==> src/rtl/rth_pkg.sv <==
package rth_pkg;

	localparam int DIV_STEPS = 12;

	localparam logic [14:0] HUE_GREEN_BASE = 15'd7680;
	localparam logic [14:0] HUE_BLUE_BASE  = 15'd15360;
	localparam logic [14:0] HUE_CIRCLE     = 15'd23040;

	typedef struct packed {
		logic [7:0] red;
		logic [7:0] green;
		logic [7:0] blue;
	} rgb_t;

	typedef struct packed {
		logic [14:0] hue;
		logic [7:0]  saturation;
		logic [7:0]  brightness;
	} hsv_t;

	typedef enum logic [2:0] {
		SEC_RED   = 3'b001,
		SEC_GREEN = 3'b010,
		SEC_BLUE  = 3'b100
	} sector_t;

	// partial remainder and dividend bits that turn into quotient bits
	typedef struct packed {
		logic [7:0]           rem;
		logic [DIV_STEPS-1:0] nq;
	} div_t;

	typedef struct packed {
		logic [7:0] mx;
		logic [7:0] delta;
		sector_t    sector;
		logic       neg;
		logic       gray;
		div_t       hue_div;
		div_t       sat_div;
	} work_t;

	// one restoring step: remainder stays below the divisor
	function automatic div_t div_step(div_t cur, logic [7:0] divisor);
		logic [8:0] trial;
		logic       fit;
		div_t       nxt;
		trial   = {cur.rem, cur.nq[DIV_STEPS-1]};
		fit     = (trial >= {1'b0, divisor});
		nxt.rem = fit ? 8'(trial - {1'b0, divisor}) : trial[7:0];
		nxt.nq  = {cur.nq[DIV_STEPS-2:0], fit};
		return nxt;
	endfunction

endpackage

==> src/rtl/rgb_to_hsv_converter.sv <==
// RGB to HSV pixel converter. Takes one 8-bit RGB pixel per clock unless hsv_ready
// stalls the output, and returns hue in 1/64-degree units (0..23039), saturation as
// delta*255/max truncated, and brightness as the largest channel; gray pixels give hue
// 0 and saturation 0. From pixel request to hsv request there is one stage for max/min
// and sector select, one for the numerators, twelve for the bit-per-stage restoring
// dividers that run hue and saturation side by side, and the output register. Each
// stage holds its item under backpressure, so a stall drops nothing.
module rgb_to_hsv_converter
	import rth_pkg::*;
(
	input  logic clk,
	input  logic arst_n,
	input  logic pixel_valid,
	output logic pixel_ready,
	input  rgb_t pixel,
	output logic hsv_valid,
	input  logic hsv_ready,
	output hsv_t hsv
);

	typedef struct packed {
		logic [7:0]        mx;
		logic [7:0]        mn;
		sector_t           sector;
		logic signed [8:0] diff;
	} front_t;

	front_t front_next;
	front_t front_s1;
	logic   valid_s1;
	logic   ready_s1;

	work_t  prep_next;
	work_t  prep_s2;
	logic   valid_s2;
	logic   ready_s2;

	logic [DIV_STEPS:0] div_valid;
	logic [DIV_STEPS:0] div_ready;
	work_t              div_work [DIV_STEPS+1];

	hsv_t   res_next;
	hsv_t   res_s15;
	logic   valid_s15;
	logic   ready_s15;

	// stage 1: max, min and sector
	always_comb begin
		logic [7:0] min_rg;
		min_rg = (pixel.red < pixel.green) ? pixel.red : pixel.green;
		front_next.mn = (min_rg < pixel.blue) ? min_rg : pixel.blue;
		if (pixel.red >= pixel.green && pixel.red >= pixel.blue) begin
			front_next.sector = SEC_RED;
			front_next.mx     = pixel.red;
			front_next.diff   = $signed({1'b0, pixel.green}) - $signed({1'b0, pixel.blue});
		end else if (pixel.green >= pixel.blue) begin
			front_next.sector = SEC_GREEN;
			front_next.mx     = pixel.green;
			front_next.diff   = $signed({1'b0, pixel.blue}) - $signed({1'b0, pixel.red});
		end else begin
			front_next.sector = SEC_BLUE;
			front_next.mx     = pixel.blue;
			front_next.diff   = $signed({1'b0, pixel.red}) - $signed({1'b0, pixel.green});
		end
	end

	assign ready_s1    = !valid_s1 || ready_s2;
	assign pixel_ready = ready_s1;

	always_ff @(posedge clk or negedge arst_n) begin
		if (!arst_n) begin
			valid_s1 <= 1'b0;
		end else if (ready_s1) begin
			valid_s1 <= pixel_valid;
		end
	end

	always_ff @(posedge clk) begin
		if (pixel_valid && ready_s1) begin
			front_s1 <= front_next;
		end
	end

	// stage 2: delta and dividends
	always_comb begin
		logic [7:0]  mag;
		logic [19:0] hue_num;
		logic [15:0] sat_num;
		mag     = front_s1.diff[8] ? 8'(-front_s1.diff) : front_s1.diff[7:0];
		hue_num = {mag, 12'b0} - {4'b0, mag, 8'b0};
		prep_next.mx     = front_s1.mx;
		prep_next.delta  = front_s1.mx - front_s1.mn;
		prep_next.sector = front_s1.sector;
		prep_next.neg    = front_s1.diff[8];
		prep_next.gray   = (front_s1.mx == front_s1.mn);
		sat_num = {prep_next.delta, 8'b0} - {8'b0, prep_next.delta};
		prep_next.hue_div.rem = hue_num[19:12];
		prep_next.hue_div.nq  = hue_num[11:0];
		prep_next.sat_div.rem = {4'b0, sat_num[15:12]};
		prep_next.sat_div.nq  = sat_num[11:0];
	end

	assign ready_s2 = !valid_s2 || div_ready[0];

	always_ff @(posedge clk or negedge arst_n) begin
		if (!arst_n) begin
			valid_s2 <= 1'b0;
		end else if (ready_s2) begin
			valid_s2 <= valid_s1;
		end
	end

	always_ff @(posedge clk) begin
		if (valid_s1 && ready_s2) begin
			prep_s2 <= prep_next;
		end
	end

	// divider stages
	assign div_valid[0] = valid_s2;
	assign div_work[0]  = prep_s2;

	for (genvar i = 0; i < DIV_STEPS; i++) begin : g_div
		rth_div_stage u_stage (
			.clk       (clk),
			.arst_n    (arst_n),
			.in_valid  (div_valid[i]),
			.in_ready  (div_ready[i]),
			.in_work   (div_work[i]),
			.out_valid (div_valid[i+1]),
			.out_ready (div_ready[i+1]),
			.out_work  (div_work[i+1])
		);
	end

	// output stage: sector offset and sign fix
	always_comb begin
		work_t       w;
		logic [14:0] base;
		logic [14:0] q;
		logic [14:0] q_up;
		w    = div_work[DIV_STEPS];
		q    = {3'b0, w.hue_div.nq};
		q_up = q + {14'b0, (w.hue_div.rem != 8'd0)};
		case (w.sector)
			SEC_RED:   base = w.neg ? HUE_CIRCLE : 15'd0;
			SEC_GREEN: base = HUE_GREEN_BASE;
			SEC_BLUE:  base = HUE_BLUE_BASE;
			default:   base = 15'd0;
		endcase
		res_next.brightness = w.mx;
		if (w.gray) begin
			res_next.hue        = 15'd0;
			res_next.saturation = 8'd0;
		end else begin
			res_next.hue        = w.neg ? (base - q_up) : (base + q);
			res_next.saturation = w.sat_div.nq[7:0];
		end
	end

	assign ready_s15            = !valid_s15 || hsv_ready;
	assign div_ready[DIV_STEPS] = ready_s15;

	always_ff @(posedge clk or negedge arst_n) begin
		if (!arst_n) begin
			valid_s15 <= 1'b0;
		end else if (ready_s15) begin
			valid_s15 <= div_valid[DIV_STEPS];
		end
	end

	always_ff @(posedge clk) begin
		if (div_valid[DIV_STEPS] && ready_s15) begin
			res_s15 <= res_next;
		end
	end

	assign hsv_valid = valid_s15;
	assign hsv       = res_s15;

endmodule

==> src/rtl/rth_div_stage.sv <==
module rth_div_stage
	import rth_pkg::*;
(
	input  logic  clk,
	input  logic  arst_n,
	input  logic  in_valid,
	output logic  in_ready,
	input  work_t in_work,
	output logic  out_valid,
	input  logic  out_ready,
	output work_t out_work
);

	logic  valid_s1;
	work_t work_s1;
	work_t step_work;

	assign in_ready = !valid_s1 || out_ready;

	always_comb begin
		step_work         = in_work;
		step_work.hue_div = div_step(in_work.hue_div, in_work.delta);
		step_work.sat_div = div_step(in_work.sat_div, in_work.mx);
	end

	always_ff @(posedge clk or negedge arst_n) begin
		if (!arst_n) begin
			valid_s1 <= 1'b0;
		end else if (in_ready) begin
			valid_s1 <= in_valid;
		end
	end

	always_ff @(posedge clk) begin
		if (in_valid && in_ready) begin
			work_s1 <= step_work;
		end
	end

	assign out_valid = valid_s1;
	assign out_work  = work_s1;

endmodule

==> config.mk <==
export PLATFORM = sky130hd
export DESIGN_NAME = rgb_to_hsv_converter
export DESIGN_NICKNAME = d
export VERILOG_FILES = /design/src/rtl/rth_pkg.sv /design/src/rtl/rgb_to_hsv_converter.sv /design/src/rtl/rth_div_stage.sv
export SDC_FILE = /design/constraint.sdc
export NUM_CORES = 1
export LEC_CHECK = 0
export ABC_AREA = 1
export BUFFER_PORTS_ARGS = -buffer_cell sky130_fd_sc_hd__buf_2
export CAP_MARGIN = 20
export CORE_MARGIN = 1
export CORE_UTILIZATION = 45
export DETAILED_ROUTE_END_ITERATION = 8
export HOLD_SLACK_MARGIN = 0.1
export PLACE_DENSITY_LB_ADDON = 0.3
export SLEW_MARGIN = 15
export SYNTH_ARGS = -nofsm -noshare
export SYNTH_HDL_FRONTEND = slang
export SYNTH_SLANG_ARGS = --single-unit
==> constraint.sdc <==
create_clock -name clk -period 7.3 [get_ports clk]
set_input_delay 0.73 -clock clk [delete_from_list [all_inputs] [get_ports clk]]
set_output_delay 0.73 -clock clk [all_outputs]
set_load 0.02 [all_outputs]
==> Word level (Yosys, flattened, before mapping) <==
Index checks and enable logic that the tools add are counted.
Widths: inputs -> output; s select.
{ "classes": {"order_cmp": 29, "n_addsub": 33, "mux": 33, "n_eq_ne": 4, "n_reduce_logical": 47} }
{ "ops": {"columns": ["cell", "count"], "rows": [
  ["$mux 8", 27],
  ["$ge 9x8->1", 23],
  ["$sub 8x8->8", 23],
  ["$pmux 15 s3", 1],
  ["$mux 15", 2],
  ["$sub 8x8->9", 3],
  ["$ge 8x8->1", 3],
  ["$sub 20x16->20", 1],
  ["$logic_and 1x1->1", 16],
  ["$lt 8x8->1", 2],
  ["$sub 16x8->16", 1],
  ["$add 15x12->15", 1],
  ["$logic_not 1->1", 15],
  ["$logic_or 1x1->1", 15],
  ["$sub 15x13->15", 1],
  ["$add 12x1->13", 1],
  ["$mux 12", 1],
  ["$mux 9", 1],
  ["$eq 8x8->1", 1],
  ["$ge 5x8->1", 1],
  ["$neg 8->8", 1],
  ["$reduce_bool 8->1", 1],
  ["$sub 5x8->8", 1],
  ["$mux 5", 1],
  ["other kinds (3)", 3]
]} }
{ "word_totals": {"out_inout_bits": 33, "regBits": 843, "in_bits": 28, "word_cells": 284} }

==> Logic depth before layout (Yosys ltp) <==
{ "logic_depth": {"word_depth": 17, "depth_mapped": 20, "depth_no_buf": 19} }

==> Hierarchy <==
Synthesis repeated with hierarchy kept, for this count alone.
{ "unflattened": {"cells_unflattened": 4226, "area_unflattened_um2": 45247.1} }
{ "modules_own_cells": {"columns": ["module", "instances", "seq_area_each_um2", "cells_each", "area_each_um2"], "rows": [
  ["rth_div_stage (g_div[0].u_stage ...)", 6, 1856.8, 282, 3131.8],
  ["rth_div_stage (g_div[11].u_stage ...)", 3, 1856.8, 287, 3201.8],
  ["rgb_to_hsv_converter", 1, 3288.2, 822, 7405.9],
  ["rth_div_stage (g_div[10].u_stage)", 1, 1856.8, 279, 3170.5],
  ["rth_div_stage (g_div[8].u_stage)", 1, 1856.8, 287, 3168.0],
  ["rth_div_stage (g_div[7].u_stage)", 1, 1856.8, 285, 3106.7]
]} }

==> Least setup slack after synthesis <==
Ideal clock, no wire load.
{ "synth_timing": {"path_kind": "input -> register", "from": "input port hsv_ready", "to": "register g_div[9].u_stage.work_s1 (netlist bit g_div[9].u_stage.out_work[0]) (enable)", "setup_ns": 0.484, "required_ns": 6.816, "stages": 4, "arrival_time_ns": 3.519, "n_path_buf": 0, "setup_slack_ns": 3.297, "path_cell_list": "nor2_2 -> nand2_2 -> nor2_4 -> a21oi_1"} }
{ "synth_via": {"elab_chain_len": 5} }
{ "synth_lines": {"columns": ["item", "line_no", "source"], "rows": [
  ["start, declared", "rgb_to_hsv_converter.sv:17", "input logic hsv_ready,"],
  ["$logic_or 1x1->1", "rgb_to_hsv_converter.sv:161", "assign ready_s15 = !valid_s15 || hsv_ready;"],
  ["$logic_or 1x1->1 (3 in a row)", "rth_div_stage.sv:18", "assign in_ready = !valid_s1 || out_ready;"],
  ["$logic_and 1x1->1", "rth_div_stage.sv:35", "if (in_valid && in_ready) begin"],
  ["end signal, assigned", "rth_div_stage.sv:36", "work_s1 <= step_work;"],
  ["end, declared", "rth_div_stage.sv:15", "work_t work_s1;"]
]} }
No other way between the ends.
A chain may end at the register's enable or synchronous reset.

==> Final worst setup path <==
{ "layout_timing": {"from": "register valid_s15, in the netlist hsv_valid", "to": "output port pixel_ready"} }
{ "layout_via": {"elab_chain_len": 16} }
{ "layout_lines": {"columns": ["item", "line_no", "source"], "rows": [
  ["start, declared", "rgb_to_hsv_converter.sv:44", "logic valid_s15;"],
  ["start signal, assigned", "rgb_to_hsv_converter.sv:168", "valid_s15 <= div_valid[DIV_STEPS];"],
  ["$logic_not 1->1", "rgb_to_hsv_converter.sv:161", null],
  ["$logic_or 1x1->1", "rgb_to_hsv_converter.sv:161", null],
  ["$logic_or 1x1->1 (12 in a row)", "rth_div_stage.sv:18", null],
  ["$logic_or 1x1->1", "rgb_to_hsv_converter.sv:103", "assign ready_s2 = !valid_s2 || div_ready[0];"],
  ["$logic_or 1x1->1", "rgb_to_hsv_converter.sv:67", "assign ready_s1 = !valid_s1 || ready_s2;"],
  ["end, declared", "rgb_to_hsv_converter.sv:14", "output logic pixel_ready,"]
]} }
No other way between the ends.

==> results by group <==
Synthesis
  • Most frequently used flop master after synthesis: edfxtp_1
  • Cell variety after synth: 52
  • FFs w/ async S/R, synth: 2.07%
  • Seq/Total Area, Yosys: 60.5%
  • Syn nets: 3,523
  • YS warnings: 0
  • Post-synthesis cell area: 35,800 um^2
  • Syn_area_per_cell: 11.2 um^2
  • Count of state elements after synthesis: 725
  • Gate Count Post-Synth: 3,212
  • Number of enable flip-flop cells after synthesis: 710

Layout
  • Share of layout cells above drive strength 1: 8.13%
  • Fin cells: 4,458
  • Finished Cell Area: 40,000 um^2
  • Area growth, synth to finish: 11.7%
  • Layout Nets: 3,663
  • N_diodes: 0
  • Fill cells: 6,935

Run status
  • Run status: finished, final reports clean

Placement
  • Post-DP Area: 37,500 um^2
  • Placed cells: 4,320
  • Port buffer count: 60
  • RD Place Congestion: 0.866
  • Post-DP HPWL: 44.9 mm

Power
  • Combinational power share: 36.0%
  • Pwr dens: 419 nW/um^2
  • P_leak: 17.6 nW
  • VDD IR max: 0.196 mV
  • Seq pwr share: 41.3%
  • Net Sw Frac: 35.1%
  • Switch Pwr: 5.89 mW
  • Pint: 10.9 mW
  • Clk pwr share: 22.7%

Critical path
  • CP Class: reg -> out
  • Slowest stage cell, crit path: dfrtp_1
  • Worst EP arrival: 2600 ps
  • Worst Setup Start Kind: flop
  • CP max FO: 4
  • Cells along the critical path: inv_2, nor2_2, nand2_2, nor2_4, nand2_2, nor2_4, nand4_4, nor2_4, nand4_4, nor2_4, nand3_2, buf_2
  • Endpoint class of the critical path: primary output
  • Slowest stage delay, CP: 360 ps
  • CP Data Required Time: 6570 ps
  • Most used cell, CP: nor2_4

Global route
  • Overflow after GRT: 0
  • Initial antenna violation count: 0
  • First-pass GRT wire length: 101 mm
  • Largest net degree at the start of global routing: 56
  • Global-route usage over all layers: 15.1%
  • Vias in the first global route: 22,049

Timing
  • RSZ-0062 raised after global routing: false
  • Pins Over Slew Limit: 0
  • Setup TNS: 0 ps
  • Final Hold Fails: 0
  • Period Utilization, post-route: 45.6%
  • Clock Skew: 18.3 ps
  • Final setup vio count: 0
  • Headroom to the max-slew limit: 31.7%
  • Actual slew at the worst max-slew pin: 1020 ps
  • Fmax: 301 MHz
  • Minimum clock period after layout: 3330 ps

Clocking
  • CTS clock-pin slew for the worst setup and hold paths: 60 ps
  • TritonCTS buffer count: 77
  • CTS tree: done
  • CTS Hold Buffers Added: 1
  • CTS resizes: 0
  • CTS H-tree depth: 3
  • Clk sinks: 725
  • Clk root buf: clkbuf_16
  • Clk Latency, worst-skew pair: 610 ps
  • Post-CTS Setup Bufs: 0
  • CTS Buffer Depth: 3

Drt
  • First-pass iteration count of the detailed router: 5
  • # DRC: 0
  • Vias per inst: 4.83
  • 1st-iter DRT viols: 728
  • WL/cell: 13.3 um
  • Drt total wl: 59.2 mm
  • Antenna Nets Post-Route: 0
  • DR vias: 21,535

Die
  • Initial Util: 45.4%
  • Die height: 284 um
  • Die X-Extent: 284 um
  • Total die area: 80,800 um^2
  • I/O pin cnt: 61
  • FP Rows: 103
  • CORE AREA: 78,900 um^2

Run
  • Total of max-cap violations: 0

Hold path
  • Hold WC Path Type: in -> reg
## layout make-up
class	instances	area, um^2	area share (%)
inverters	555	2080	5.20
multi-input cells	1918	12100	30.1
clock buffers	93	1990	4.96
clock inverters	42	458	1.14
repair buffers	75	433	1.08
well taps	1050	1310	3.28
flip-flops and latches	725	21700	54.2
## path summary, 6_finish.rpt
path / from / endpoint / slack, ps / cells past startpoint
min reg2reg: g_div[4].u_stage.out_work[23] / g_div[5].u_stage.out_work[24] / 410 / 0
min: pixel_valid / valid_s1 / 340 / 3
max reg2reg: g_div[11].u_stage.out_work[41] / hsv[30] / 4080 / 11
max: hsv_valid / pixel_ready / 3970 / 12
min in group asynchronous: arst_n / g_div[11].u_stage.out_valid / 570 / 2
max in group asynchronous: arst_n / g_div[4].u_stage.out_valid / 6460 / 2
## metal layers
metal	up-vias	share of wire [%]	GRT usage [%]
li1	11171	-	-
met1	9934	38	15.2
met2	285	55	30.1
met3	145	3.1	2.36
met4	0	3.5	6.56
met5	-	0	0
## through the flow
stage	util, %	hold slack (ps)	worst slack, ps	total power, mW
after global routing	50.8	343	3710	18.1
after floorplan	-	400	3300	11.7
after detailed placement	47.6	405	3610	13.1
after CTS	50.7	304	3900	17.0
after global placement	47.6	401	3670	12.9
final	50.8	339	3970	16.8
## synthesized netlist by cell type, types with 9 or more instances
| master | instances | area share, % |
|---|---|---|
| dfrtp_1 | 15 | 1.0 |
| edfxtp_1 | 710 | 59 |
| nand2_2 | 38 | 0.66 |
| inv_2 | 16 | 0.17 |
| o21ai_0 | 140 | 2.0 |
| a211oi_1 | 10 | 0.21 |
| xor2_1 | 118 | 2.9 |
| xnor2_1 | 36 | 0.88 |
| ha_1 | 255 | 8.9 |
| a21oi_1 | 145 | 2.0 |
| nand4_1 | 20 | 0.35 |
| inv_1 | 533 | 5.6 |
| o21ai_1 | 40 | 0.56 |
| fa_1 | 28 | 1.6 |
| nand2_1 | 647 | 6.8 |
| nor2_1 | 116 | 1.2 |
| nand3_1 | 201 | 2.8 |
| a21o_1 | 10 | 0.21 |
| nor3_1 | 31 | 0.43 |
| or2_2 | 9 | 0.16 |
## state kept, by name, indices dropped and copies added (netlist names)
register,count
g_div.u_stage.out_work,603
div_work,48
hsv,31
front_s1,28
g_div.u_stage.out_valid,12
hsv_valid,1
valid_s1,1
valid_s2,1
## worst max-delay path: cells and delay by family, from the launching register on
family                 cells  cell delay, ps
flip-flops                 1             360
buffers and inverters      2             220
AND/OR/NAND/NOR           10            1400
## cells by family (layout without fill, tap and decap cells)
family	count (synthesis)	after routing	share of synthesized area [%]
XOR/XNOR	158	158	3.98
adder cells (fa/ha/maj)	283	283	10.5
flip-flops	725	725	60.5
buffers and inverters	569	765	5.99
AO/OA/AOI/OAI	378	378	5.67
AND/OR/NAND/NOR	1099	1099	13.4
## power groups by stage
stage / registers (mW) / logic (mW) / clock network (mW)
floorplan: 6.95 / 4.72 / 0
global placement: 6.99 / 5.95 / 0
detailed placement: 7.03 / 6.08 / 0
CTS: 6.95 / 6.11 / 3.92
global route: 7.07 / 6.99 / 4.08
finish: 6.93 / 6.04 / 3.81
## cells in the final DEF, fill, tap and decap left out, types with 15 or more instances in the layout
cell       instances
o21ai_1           40
dfrtp_1           15
clkbuf_16         77
nand3_1          201
ha_1             255
buf_2             60
o21ai_0          140
fa_1              28
inv_2             21
nand4_1           20
a21oi_1          144
nor3_1            31
xor2_1           118
clkinv_1          24
clkbuf_1          16
xnor2_1           36
nand2_1          647
nor2_1           110
inv_1            526
nand2_2           38
edfxtp_1         710
Note: power is estimated with default switching activity, not from simulation.
